--- src/rtl/core/cds_pkg.sv ---
// ----------------------------------------------------------------------------
// cds_pkg
// Shared types, constants and helpers of the concentric disk sampler.
// ----------------------------------------------------------------------------
package cds_pkg;

  localparam int SAMPLE_BITS_DEF = 16;
  localparam int Q_BITS          = 17;  // quotient width, |q| <= 1.0 eighth
  localparam int T_BITS          = 19;  // angle, Q3.16 eighths
  localparam int Z_BITS          = 20;
  localparam int X0_BITS         = 31;
  localparam int CW              = 34;  // CORDIC datapath width
  localparam int CORDIC_STEPS    = 16;
  localparam int QUEUE_DEPTH     = 4;
  localparam int OUT_BITS        = 16;
  localparam logic [29:0] GAIN_Q30 = 30'd652032874;

  // accept edge to strobe cycle
  localparam int LATENCY = 36;

  localparam logic [1:0] QUAD_0 = 2'd0;
  localparam logic [1:0] QUAD_1 = 2'd1;
  localparam logic [1:0] QUAD_2 = 2'd2;
  localparam logic [1:0] QUAD_3 = 2'd3;

  typedef struct packed {
    logic                       origin;
    logic [1:0]                 quad;
    logic signed [Z_BITS-1:0]   z;
    logic [X0_BITS-1:0]         x0;
  } item_t;

  // arctangent of 2^-i in Q.16 eighths of a turn
  function automatic logic signed [Z_BITS-1:0] atan_q16(input logic [3:0] idx);
    logic signed [Z_BITS-1:0] a;
    case (idx)
      4'd0:    a = 20'sd65536;
      4'd1:    a = 20'sd38688;
      4'd2:    a = 20'sd20442;
      4'd3:    a = 20'sd10377;
      4'd4:    a = 20'sd5208;
      4'd5:    a = 20'sd2607;
      4'd6:    a = 20'sd1304;
      4'd7:    a = 20'sd652;
      4'd8:    a = 20'sd326;
      4'd9:    a = 20'sd163;
      4'd10:   a = 20'sd81;
      4'd11:   a = 20'sd41;
      4'd12:   a = 20'sd20;
      4'd13:   a = 20'sd10;
      4'd14:   a = 20'sd5;
      4'd15:   a = 20'sd3;
      default: a = '0;
    endcase
    return a;
  endfunction

  // round half up, drop 15 fraction bits, clamp to Q1.15
  function automatic logic signed [OUT_BITS-1:0] sat_q15(input logic signed [CW-1:0] v);
    logic signed [CW:0] sum;
    logic signed [CW:0] sh;
    logic signed [OUT_BITS-1:0] o;
    sum = {v[CW-1], v} + (CW+1)'(1 << 14);
    sh  = sum >>> 15;
    if (sh > (CW+1)'(32767))
      o = 16'sh7FFF;
    else if (sh < -(CW+1)'(32768))
      o = 16'sh8000;
    else
      o = sh[OUT_BITS-1:0];
    return o;
  endfunction

endpackage

--- src/rtl/core/cds_queue.sv ---
// ----------------------------------------------------------------------------
// cds_queue
// Small register FIFO between the angle front end and the CORDIC back end.
// ----------------------------------------------------------------------------
module cds_queue (
  input  logic           clk,
  input  logic           rst,
  input  logic           push,
  input  cds_pkg::item_t push_item,
  input  logic           pop,
  output logic           not_empty,
  output logic           full,
  output cds_pkg::item_t head
);

  localparam int D  = cds_pkg::QUEUE_DEPTH;
  localparam int PW = $clog2(D);

  cds_pkg::item_t mem [D];
  logic [PW-1:0]  wr_ptr, rd_ptr;
  logic [PW:0]    count;
  logic           do_pop;

  assign not_empty = (count != '0);
  assign full      = (count == (PW+1)'(D));
  assign head      = mem[rd_ptr];
  assign do_pop    = pop && not_empty;

  always_ff @(posedge clk) begin
    if (rst) begin
      wr_ptr <= '0;
      rd_ptr <= '0;
      count  <= '0;
    end else begin
      if (push) begin
        wr_ptr <= wr_ptr + 1'b1;
      end
      if (do_pop) begin
        rd_ptr <= rd_ptr + 1'b1;
      end
      count <= count + (PW+1)'(push) - (PW+1)'(do_pop);
    end
    if (push) begin
      mem[wr_ptr] <= push_item;
    end
  end

endmodule

--- config.mk ---
export PLATFORM = sky130hd
export DESIGN_NAME = cds_queue
export DESIGN_NICKNAME = d
export VERILOG_FILES = /design/src/rtl/core/cds_pkg.sv /design/src/rtl/core/cds_queue.sv
export SDC_FILE = /design/constraint.sdc
export NUM_CORES = 1
export LEC_CHECK = 0
export BUFFER_PORTS_ARGS = -buffer_cell sky130_fd_sc_hd__buf_2
export CAP_MARGIN = 20
export CORE_AREA = 10 10 164 135
export CTS_CLUSTER_DIAMETER = 150
export DETAILED_ROUTE_END_ITERATION = 12
export DIE_AREA = 0 0 174 145
export SKIP_LAST_GASP = 1
export SLEW_MARGIN = 40
export SYNTH_ARGS = -nofsm -noshare
export SYNTH_HDL_FRONTEND = slang
export SYNTH_SLANG_ARGS = --single-unit
--- constraint.sdc ---
create_clock -name clk -period 6.05 [get_ports clk]
set_input_delay 0.3025 -clock clk [delete_from_list [all_inputs] [get_ports clk]]
set_output_delay 0.3025 -clock clk [all_outputs]
set_load 0.05 [all_outputs]
==> metrics.yaml <==
synth_warnings: 0
ys_ff_latch: 225
drcViolationCount: 0
dr_total_vias: 3841
bufs_on_longest_clock_path: 3
timing.setup.tns_ns: 0
detailedRoute.firstIterationViolations: 243
worstMarginPinSlew_ns: 0.737
avgViaCountPerCell: 5.12
floorplan.die_area_mm2: 0.0252
grt_max_degree: 34
critical_path_start_type: "flop"
max_freq_mhz: 336
cts_num_sinks: 225
clock_tree.htree_level_count: 1
period_minus_slack_ns: 2.98
start_util: 0.443
post_cts_buffers: 0
timing.setup.critical_path_class: "flop to output pin"
crit_family: "flip-flops"
crit_path_max_fanout: 33
tritoncts: "yes"
global_route_wire_length_before_repair_um: 24600
final_critical_path_setup_slack_ns: 3.07
latest_clock_arrival_within_the_worst_skew_pair_ns: 0.49
finalSetupViolations: 0
worstPathBufferInverterCount: 2
post_synth_instance_area_mm2: 0.00834
slowest_stage: "sky130_fd_sc_hd__dfxtp_4"
status: "completed"
place_worst_setup_slack_ns: 3.47
grt_pass1_vias: 4317
postLayoutCellArea_mm2: 0.00999
number_of_endpoints_with_negative_hold_slack_in_the_final_report: 0
syn-instance-count: 328
numCtsBuffers: 24
place_area_mm2: 0.00913
worst_setup_path_end_kind: "output pin"
synth.lib_cells_used.distinct: 23
top_level_ports: 114
post-synth-top-area-fraction: 0.778
leakage_nw: 3.40
std_cell_rows: 45
crit_chain: "buf_4, mux4_1, buf_2"
fp.dieW_um: 174
synth_area_per_cell_um2: 25.4
wirelength_um: 15400
peakVddDrop_uv: 312
sequential_area_share_after_synthesis: 0.800
number_of_i_o_port_buffers: 113
fin_crit_sh: 0.492
core-area_mm2: 0.0188
synthTopCellsByArea: "sky130_fd_sc_hd__edfxtp_1 (78%), sky130_fd_sc_hd__mux4_2 (14%), sky130_fd_sc_hd__dfxtp_1 (2.2%)"
gr-total-overflow: 0
powerDensity_mw_per_mm2: 420
grt_antenna_before_repair: 1
synthDominantAreaCellType: "sky130_fd_sc_hd__edfxtp_1"
drtAntennaViolNets: 0
layout-drive-gt1-share: 0.436
final_layout_net_count: 538
avgRoutedWirePerCell_um: 20.5
clk_root_buffer_cell: "sky130_fd_sc_hd__clkbuf_16"
drt_pass1_iterations: 4
dp_hpwl_um: 9460
gpl.final_weighted_congestion: 0.696
hp-class: "input pin to flop"
rsz0062_at_grt: "no"
die_height_um: 145
slew_viol_final: 0
groute.usage.overall: 0.123
worst_path_largest_cell_delay_ns: 0.78
critical_path_required_ns: 5.75
finalClockSkew_ns: 0.00820
worst_ep_arrival_time_ns: 2.68
drv_cap: 0
max_slew_margin: 0.509
flow.area_growth_from_synthesis_pct: 19.9
synth.net_count: 393
cts.clk_slew.worst_paths_ns: 0.06
==> kinds of logic (layout without fill, tap and decap cells) <==
logic type               after synthesis  count (layout)  synth area share
AO/OA/AOI/OAI                          2               2           0.00210
XOR/XNOR                               2               2           0.00390
adder cells (fa/ha/maj)                7               7            0.0114
buffers and inverters                 19             182            0.0201
flip-flops                           225             225             0.800
multiplexers                          58              58             0.153
other                                  0               1                 0
AND/OR/NAND/NOR                       15              15           0.00976
==> stage by stage <==
| step | std cells | total power [mW] | hold slack [ns] | util |
|---|---|---|---|---|
| 5_1_grt | 749 | 4.39 | 0.00109 | 0.531 |
| 2_1_floorplan | 328 | 2.74 | 0.401 | - |
| 3_5_place_dp | 692 | 2.94 | 0.518 | 0.486 |
| 4_1_cts | 749 | 4.26 | 0.00121 | 0.531 |
| 3_3_place_gp | 692 | 2.92 | 0.511 | 0.486 |
| 6_report | 750 | 4.20 | 0.0222 | 0.531 |
==> metal layers <==
metal | track usage | up-vias | wire length [um]
met5 | 0 | - | 13
met4 | 0.0312 | 2 | 309
met3 | 0.0425 | 33 | 1140
met2 | 0.192 | 119 | 7160
met1 | 0.162 | 1996 | 6750
li1 | - | 1691 | -
==> cell usage in the layout (no fill, tap or decap), types with 2 or more instances in the layout <==
master                            n
sky130_fd_sc_hd__clkbuf_16       25
sky130_fd_sc_hd__clkinv_1         7
sky130_fd_sc_hd__dlygate4sd3_1   13
sky130_fd_sc_hd__mux4_2          50
sky130_fd_sc_hd__edfxtp_1       216
sky130_fd_sc_hd__ha_1             6
sky130_fd_sc_hd__inv_1            6
sky130_fd_sc_hd__and2_2           2
sky130_fd_sc_hd__dfxtp_1          7
sky130_fd_sc_hd__mux2_2           3
sky130_fd_sc_hd__buf_4            6
sky130_fd_sc_hd__nor2_1           5
sky130_fd_sc_hd__buf_2          113
sky130_fd_sc_hd__clkinvlp_4       3
sky130_fd_sc_hd__clkinv_2         7
sky130_fd_sc_hd__and2_4           2
sky130_fd_sc_hd__nor2b_1          4
sky130_fd_sc_hd__mux4_1           4
==> cell type report <==
class                           instances  area (um2)
Fill cell                            1516        8810
Inverter                                6        22.5
Timing Repair Buffer                  132         741
Sequential cell                       225        6670
Multi-Input combinational cell         84        1510
Clock buffer                           26         629
Tap cell                              258         323
Antenna cell                            1        2.50
Clock inverter                         18        92.6
==> registers in the layout (all words and copies together) (netlist names), named ones only <==
| register | count |
|---|---|
| mem | 216 |
| rd_ptr | 2 |
| count | 3 |
| wr_ptr | 2 |
==> report_power, final <==
group	internal [mW]	switching [mW]
combinational	0.338	0.668
sequential	1.80	0.0803
clock	0.751	0.559
==> synth_stat cells <==
cell type and count:
sky130_fd_sc_hd__mux4_2 50, sky130_fd_sc_hd__clkbuf_1 1, sky130_fd_sc_hd__o31a_1 1, sky130_fd_sc_hd__clkbuf_2 1, sky130_fd_sc_hd__buf_12 5, sky130_fd_sc_hd__and3_1 1
sky130_fd_sc_hd__edfxtp_1 216, sky130_fd_sc_hd__or3_1 1, sky130_fd_sc_hd__xnor2_1 1, sky130_fd_sc_hd__dfxtp_1 9, sky130_fd_sc_hd__nor2_1 5, sky130_fd_sc_hd__buf_2 5
sky130_fd_sc_hd__o311ai_0 1, sky130_fd_sc_hd__ha_1 6, sky130_fd_sc_hd__buf_6 1, sky130_fd_sc_hd__inv_1 6, sky130_fd_sc_hd__mux2_2 3, sky130_fd_sc_hd__and2_1 4
sky130_fd_sc_hd__mux2i_1 1, sky130_fd_sc_hd__xor3_1 1, sky130_fd_sc_hd__nor2b_1 4, sky130_fd_sc_hd__mux4_1 4, sky130_fd_sc_hd__fa_1 1
==> worst paths after layout <==
kind / startpoint / to / slack (ns) / cells past startpoint
max: flop / head[50] / 3.07 / 3
min: push_item[29] / mem[0][29] / 0.02 / 1
max reg2reg: wr_ptr[0] / mem[0][9] / 3.96 / 4
min reg2reg: wr_ptr[0] / wr_ptr[0] / 0.57 / 2
==> repair_timing <==
item                                    4_1_cts  5_1_grt
hold buffers                                 13        0
resized for setup                             0        0
endpoints found under the hold margin        50        0
endpoints found under the setup margin        0        0
Power figures use the tool's default switching activity.
