### src/rtl/core/cds_pkg.sv
// ----------------------------------------------------------------------------
// cds_pkg
// Shared types, constants and helpers of the concentric disk sampler.
// ----------------------------------------------------------------------------
package cds_pkg;

  localparam int SAMPLE_BITS_DEF = 16;
  localparam int Q_BITS          = 17;  // quotient width, |q| <= 1.0 eighth
  localparam int T_BITS          = 19;  // angle, Q3.16 eighths
  localparam int Z_BITS          = 20;
  localparam int X0_BITS         = 31;
  localparam int CW              = 34;  // CORDIC datapath width
  localparam int CORDIC_STEPS    = 16;
  localparam int QUEUE_DEPTH     = 4;
  localparam int OUT_BITS        = 16;
  localparam logic [29:0] GAIN_Q30 = 30'd652032874;

  // accept edge to strobe cycle
  localparam int LATENCY = 36;

  localparam logic [1:0] QUAD_0 = 2'd0;
  localparam logic [1:0] QUAD_1 = 2'd1;
  localparam logic [1:0] QUAD_2 = 2'd2;
  localparam logic [1:0] QUAD_3 = 2'd3;

  typedef struct packed {
    logic                       origin;
    logic [1:0]                 quad;
    logic signed [Z_BITS-1:0]   z;
    logic [X0_BITS-1:0]         x0;
  } item_t;

  // arctangent of 2^-i in Q.16 eighths of a turn
  function automatic logic signed [Z_BITS-1:0] atan_q16(input logic [3:0] idx);
    logic signed [Z_BITS-1:0] a;
    case (idx)
      4'd0:    a = 20'sd65536;
      4'd1:    a = 20'sd38688;
      4'd2:    a = 20'sd20442;
      4'd3:    a = 20'sd10377;
      4'd4:    a = 20'sd5208;
      4'd5:    a = 20'sd2607;
      4'd6:    a = 20'sd1304;
      4'd7:    a = 20'sd652;
      4'd8:    a = 20'sd326;
      4'd9:    a = 20'sd163;
      4'd10:   a = 20'sd81;
      4'd11:   a = 20'sd41;
      4'd12:   a = 20'sd20;
      4'd13:   a = 20'sd10;
      4'd14:   a = 20'sd5;
      4'd15:   a = 20'sd3;
      default: a = '0;
    endcase
    return a;
  endfunction

  // round half up, drop 15 fraction bits, clamp to Q1.15
  function automatic logic signed [OUT_BITS-1:0] sat_q15(input logic signed [CW-1:0] v);
    logic signed [CW:0] sum;
    logic signed [CW:0] sh;
    logic signed [OUT_BITS-1:0] o;
    sum = {v[CW-1], v} + (CW+1)'(1 << 14);
    sh  = sum >>> 15;
    if (sh > (CW+1)'(32767))
      o = 16'sh7FFF;
    else if (sh < -(CW+1)'(32768))
      o = 16'sh8000;
    else
      o = sh[OUT_BITS-1:0];
    return o;
  endfunction

endpackage

### src/rtl/core/cds_front.sv
// ----------------------------------------------------------------------------
// cds_front
// Scales and classifies samples, divides the minor coordinate by the radius
// in a pipelined restoring divider, and forms the reduced angle.
// ----------------------------------------------------------------------------
module cds_front #(
  parameter int SAMPLE_BITS = cds_pkg::SAMPLE_BITS_DEF
) (
  input  logic                   clk,
  input  logic                   rst,
  input  logic                   accept,
  input  logic [SAMPLE_BITS-1:0] sample_u,
  input  logic [SAMPLE_BITS-1:0] sample_v,
  output logic                   push,
  output cds_pkg::item_t         item
);

  localparam int N  = SAMPLE_BITS;
  localparam int SW = N + 2;
  localparam int MW = N + 1;
  localparam int QW = cds_pkg::Q_BITS;
  localparam int DW = N + QW;
  localparam int TW = cds_pkg::T_BITS;
  localparam int NS = QW;  // one divider stage per quotient bit

  logic signed [SW-1:0] sx, sy, r_s, num_s;
  logic signed [SW:0]   sum_xy;
  logic [1:0]           base;
  logic                 sub;
  logic [MW-1:0]        r_mag, num_mag;

  assign sx     = $signed({1'b0, sample_u, 1'b0}) - $signed({2'b01, {N{1'b0}}});
  assign sy     = $signed({1'b0, sample_v, 1'b0}) - $signed({2'b01, {N{1'b0}}});
  assign sum_xy = {sx[SW-1], sx} + {sy[SW-1], sy};

  // wedge selection; base is in quarter turns
  always_comb begin
    if (sum_xy >= 0) begin
      if (sx > sy) begin
        r_s = sx;  num_s = sy; base = cds_pkg::QUAD_0; sub = 1'b0;
      end else begin
        r_s = sy;  num_s = sx; base = cds_pkg::QUAD_1; sub = 1'b1;
      end
    end else begin
      if (sx <= sy) begin
        r_s = -sx; num_s = sy; base = cds_pkg::QUAD_2; sub = 1'b1;
      end else begin
        r_s = -sy; num_s = sx; base = cds_pkg::QUAD_3; sub = 1'b0;
      end
    end
  end

  logic signed [SW-1:0] num_abs;
  assign num_abs = num_s[SW-1] ? -num_s : num_s;
  assign num_mag = num_abs[MW-1:0];
  assign r_mag   = r_s[MW-1:0];

  // pipeline: index 0 is the classify register, 1..NS the divider stages
  logic            vld    [NS+1];
  logic [DW-1:0]   rem    [NS+1];
  logic [QW-1:0]   quo    [NS+1];
  logic [MW-1:0]   rad    [NS+1];
  logic [1:0]      bse    [NS+1];
  logic            minus  [NS+1];
  logic            orig   [NS+1];
  logic [cds_pkg::X0_BITS-1:0] x0 [NS+1];

  always_ff @(posedge clk) begin
    if (rst) begin
      vld[0] <= 1'b0;
    end else begin
      vld[0] <= accept;
    end
    rem[0]   <= {num_mag, {QW-1{1'b0}}};
    quo[0]   <= '0;
    rad[0]   <= r_mag;
    bse[0]   <= base;
    minus[0] <= num_s[SW-1] ^ sub;
    orig[0]  <= (r_mag == '0);
    x0[0]    <= '0;
  end

  // radius to Q1.30 and the CORDIC gain
  logic [30:0] r_q30;
  logic [60:0] prod;
  generate
    if (N <= 30) begin : g_up
      assign r_q30 = 31'(rad[0]) << (30 - N);
    end else begin : g_dn
      assign r_q30 = rad[0][N:N-30];
    end
  endgenerate
  assign prod = {30'b0, r_q30} * {31'b0, cds_pkg::GAIN_Q30};

  genvar s;
  generate
    for (s = 1; s <= NS; s++) begin : g_div
      localparam int B = NS - s;
      logic [DW-1:0] shifted;
      logic          ge;
      assign shifted = {{(QW-1){1'b0}}, rad[s-1]} << B;
      assign ge      = rem[s-1] >= shifted;
      always_ff @(posedge clk) begin
        if (rst) begin
          vld[s] <= 1'b0;
        end else begin
          vld[s] <= vld[s-1];
        end
        rem[s]   <= ge ? rem[s-1] - shifted : rem[s-1];
        quo[s]   <= quo[s-1] | ({{(QW-1){1'b0}}, ge} << B);
        rad[s]   <= rad[s-1];
        bse[s]   <= bse[s-1];
        minus[s] <= minus[s-1];
        orig[s]  <= orig[s-1];
        x0[s]    <= (s == 1) ? prod[60:30] : x0[s-1];
      end
    end
  endgenerate

  // angle in eighths, then split into quarter turns and a residual
  logic [TW-1:0]    q_ext, t, t_off;
  logic signed [TW+1:0] z_raw, z_red;
  logic [1:0]       quad;

  assign q_ext = {{(TW-QW){1'b0}}, quo[NS]};
  assign t     = {bse[NS], {(TW-2){1'b0}}} + (minus[NS] ? (~q_ext + 1'b1) : q_ext);
  assign t_off = t + TW'(1 << 16);
  assign quad  = t_off[TW-1:TW-2];
  assign z_raw = $signed({2'b00, t}) - $signed({2'b00, quad, {(TW-2){1'b0}}});
  assign z_red = (z_raw >= $signed((TW+2)'(1 << 18))) ? z_raw - $signed((TW+2)'(1 << 19))
                                                      : z_raw;

  assign push        = vld[NS];
  assign item.origin = orig[NS];
  assign item.quad   = quad;
  assign item.z      = z_red[cds_pkg::Z_BITS-1:0];
  assign item.x0     = x0[NS];

endmodule

### config.mk
export PLATFORM = sky130hd
export DESIGN_NAME = cds_front
export DESIGN_NICKNAME = d
export VERILOG_FILES = /design/src/rtl/core/cds_pkg.sv /design/src/rtl/core/cds_front.sv
export SDC_FILE = /design/constraint.sdc
export NUM_CORES = 2
export LEC_CHECK = 0
export ABC_AREA = 1
export BUFFER_PORTS_ARGS = -buffer_cell sky130_fd_sc_hd__clkbuf_2
export CAP_MARGIN = 30
export CELL_PAD_IN_SITES_DETAIL_PLACEMENT = 0
export CELL_PAD_IN_SITES_GLOBAL_PLACEMENT = 2
export CORE_MARGIN = 3
export CORE_UTILIZATION = 40
export CTS_CLUSTER_SIZE = 10
export DETAILED_ROUTE_END_ITERATION = 8
export GPL_TIMING_DRIVEN = 0
export PLACE_DENSITY_LB_ADDON = 0.1
export REMOVE_ABC_BUFFERS = 1
export SYNTH_ARGS = -nofsm -noshare
export SYNTH_HDL_FRONTEND = slang
export SYNTH_SLANG_ARGS = --single-unit
### constraint.sdc
create_clock -name clk -period 7.2 [get_ports clk]
set_clock_uncertainty 0.1 [all_clocks]
set_input_delay 1.08 -clock clk [delete_from_list [all_inputs] [get_ports clk]]
set_output_delay 1.08 -clock clk [all_outputs]
set_load 0.05 [all_outputs]
==> metrics.csv <==
metric,value,unit
status,completed,
Top Ports,90,
Filler Cell Count,14500,
global route overflow,0,
CP Launch Type,register,
drt drc,0,
min-delay src,x0[6][4],
post-route setup slack,0.296,ns
Std-Cell Rows,141,
Post-synth top cells,"dfxtp_1 (1434), inv_1 (1061), nand2_1 (908), nor2_1 (536), ha_1 (468)",
CP Data Arrival Time,7.46,ns
Final #Nets,7415,
fin. max-slew vios,0,
Synth area leader,dfxtp_1,
Hold Path End,x0[7][4],
drt pass-1 iters,5,
Peak Freq,0.145,GHz
Sink Count,1434,
"CTS clk-pin slew, worst paths",0.05,ns
period utilization,95.9,%
P&R area growth vs syn,12.8,%
Setup crit start,rad[0][12],
"Seq/Total Area, Yosys",48.0,%
routed wire length,139000,µm
wire per inst,16.0,µm
H-tree depth,4,
Worst Reg2Reg Path Length in Cells,20,
Finished Core Util,45.6,%
pre-CTS setup slack,-0.00274,ns
Post-synth EDFFs,0,
Core Area,148000,µm²
CTS tree,done,
die area,154000,µm²
final setup fails,0,
DRT antenna net count,0,
largest net degree at the start of global routing,64,
Post-Syn Instances,6527,
layout cells sized above 1,5.89,%
ranking of synthesized cells by area,"dfxtp_1 (48%), ha_1 (9.8%), inv_1 (6.7%)",
CTS resizes,1,
"Hold-fix buffers, CTS",0,
Critical R2R Launch,rad[0][12],
reg2reg end,x0[1][30],
Port-buffer cells,89,
Setup CP Type,reg2reg,
DP HPWL,112000,µm
Syn Area/Cell,9.17,µm²
RSZ-0062 raised after global routing,no,
post-CTS setup buffer count,0,
Die Height,393,µm
Yosys cell types,69,
Layout Cells excl Fill,8707,
async set-reset flop share out of synthesis,0,%
worst-margin pin slew,1.00,ns
hold path depth,0,
initial antenna violation count,3,
CTS max path bufs,3,
Synth warnings,0,
vias after detailed routing,40600,
synthesized cell area,59900,µm²
Relative slew margins,31.4,%
max cap viols,0,
register-to-register setup slack,0.30,ns
Final Hold Viols,0,
CP max FO,8,
Die W,393,µm
Initial Util,40.4,%
most instantiated library cell after synthesis,dfxtp_1,
Hold WC Path Type,reg2reg,
ys flop type,dfxtp_1,
CTS Buf Count,170,
routability cong.,0.872,
clock period minus worst slack,6.90,ns
CP Capture Type,register,
Yosys top cell area share,48.0,%
Skew-Pair Late Insertion Delay,0.78,ns
1st-iter DRT viols,2129,
Tot GR Track Use,18.2,%
required time worst endpoint,7.76,ns
ANT cells,0,
vias in the first global route,40300,
vias per std cell,4.66,
Cells after DPL,8474,
"FF+latch count, synth",1434,
Root Driver,clkbuf_16,
first-pass GRT wire length,221000,µm
==> kinds of logic (layout without fill, tap and decap cells) <==
logic type	after synthesis	after routing	share of synthesized area (%)
xor+xnor	389	389	5.70
fa+ha+maj	664	664	16.3
simple gates	1846	1846	12.9
compound gates	1045	1045	9.63
flops	1434	1434	48.0
buf+inv	1149	1399	7.42
==> worst max-delay path by stage <==
stage,cells past startpoint,end,slack (ns)
6_report,20,x0[1][30],0.30
5_1_grt,22,x0[1][23],0.02
4_1_cts,21,x0[1][14],0.003
3_5_place_dp,21,x0[1][14],-0.003
3_3_place_gp,18,x0[1][25],-0.24
2_1_floorplan,15,item[52],0.60
==> state kept, by name, indices dropped and copies added (netlist names) <==
register	count
bse	36
vld	18
minus	18
x0	527
rad	272
rem	392
quo	153
orig	18
==> critical path, cell delays in order (launching register included) <==
cell	delay [ns]
dfxtp_1	0.73
ha_1	0.36
inv_1	0.15
fa_1	0.58
fa_1	0.57
inv_1	0.07
fa_1	0.61
inv_1	0.08
fa_1	0.52
fa_1	0.59
inv_1	0.05
ha_1	0.41
nand2_1	0.15
nor2_1	0.20
nand2_1	0.16
nor4_1	0.61
nand3_1	0.14
o211ai_1	0.33
nand2_1	0.10
o211ai_1	0.12
xor2_1	0.15
==> per-layer routing <==
metal / up-vias / track usage, % / share of wire (%)
met5: - / 0 / 0
met4: 0 / 5.06 / 2.3
met3: 212 / 3.39 / 4.5
met2: 725 / 27.9 / 43
met1: 18500 / 26.0 / 50
li1: 21100 / - / -
==> through the flow <==
step	area [µm²]	TNS, ns	hold slack [ns]
2_1_floorplan	59400	0	0.210
3_3_place_gp	62300	-0.285	0.210
3_5_place_dp	62400	-0.00274	0.212
4_1_cts	67500	0	0.138
5_1_grt	67500	0	0.140
6_report	67500	0	0.147
==> layout by cell type, fill, tap and decap left out, types with 29 or more instances in the layout <==
cell / n
o21ai_0: 365
inv_1: 1061
clkbuf_16: 170
fa_1: 196
xnor2_1: 177
nand2_1: 907
o21a_1: 29
xor2_1: 211
nor2_1: 536
dfxtp_1: 1427
nand4_1: 41
o21ai_1: 32
a31oi_1: 42
clkbuf_2: 89
nor4_1: 38
nor3_1: 63
nand3_1: 173
a21oi_1: 450
ha_1: 467
==> cell type report <==
cell class	count	area, µm²	share of cell area [%]
clock inverter	26	614	0.910
clock buffer	207	4530	6.71
tap	1930	2410	3.58
multi-input combinational	3944	26700	39.6
timing repair buffer	93	508	0.752
inverter	1073	4030	5.96
sequential	1434	28700	42.5
Power is left out: the tool's default activity adds up to more than one toggle a clock period on the data nets, which glitch-free logic cannot reach.
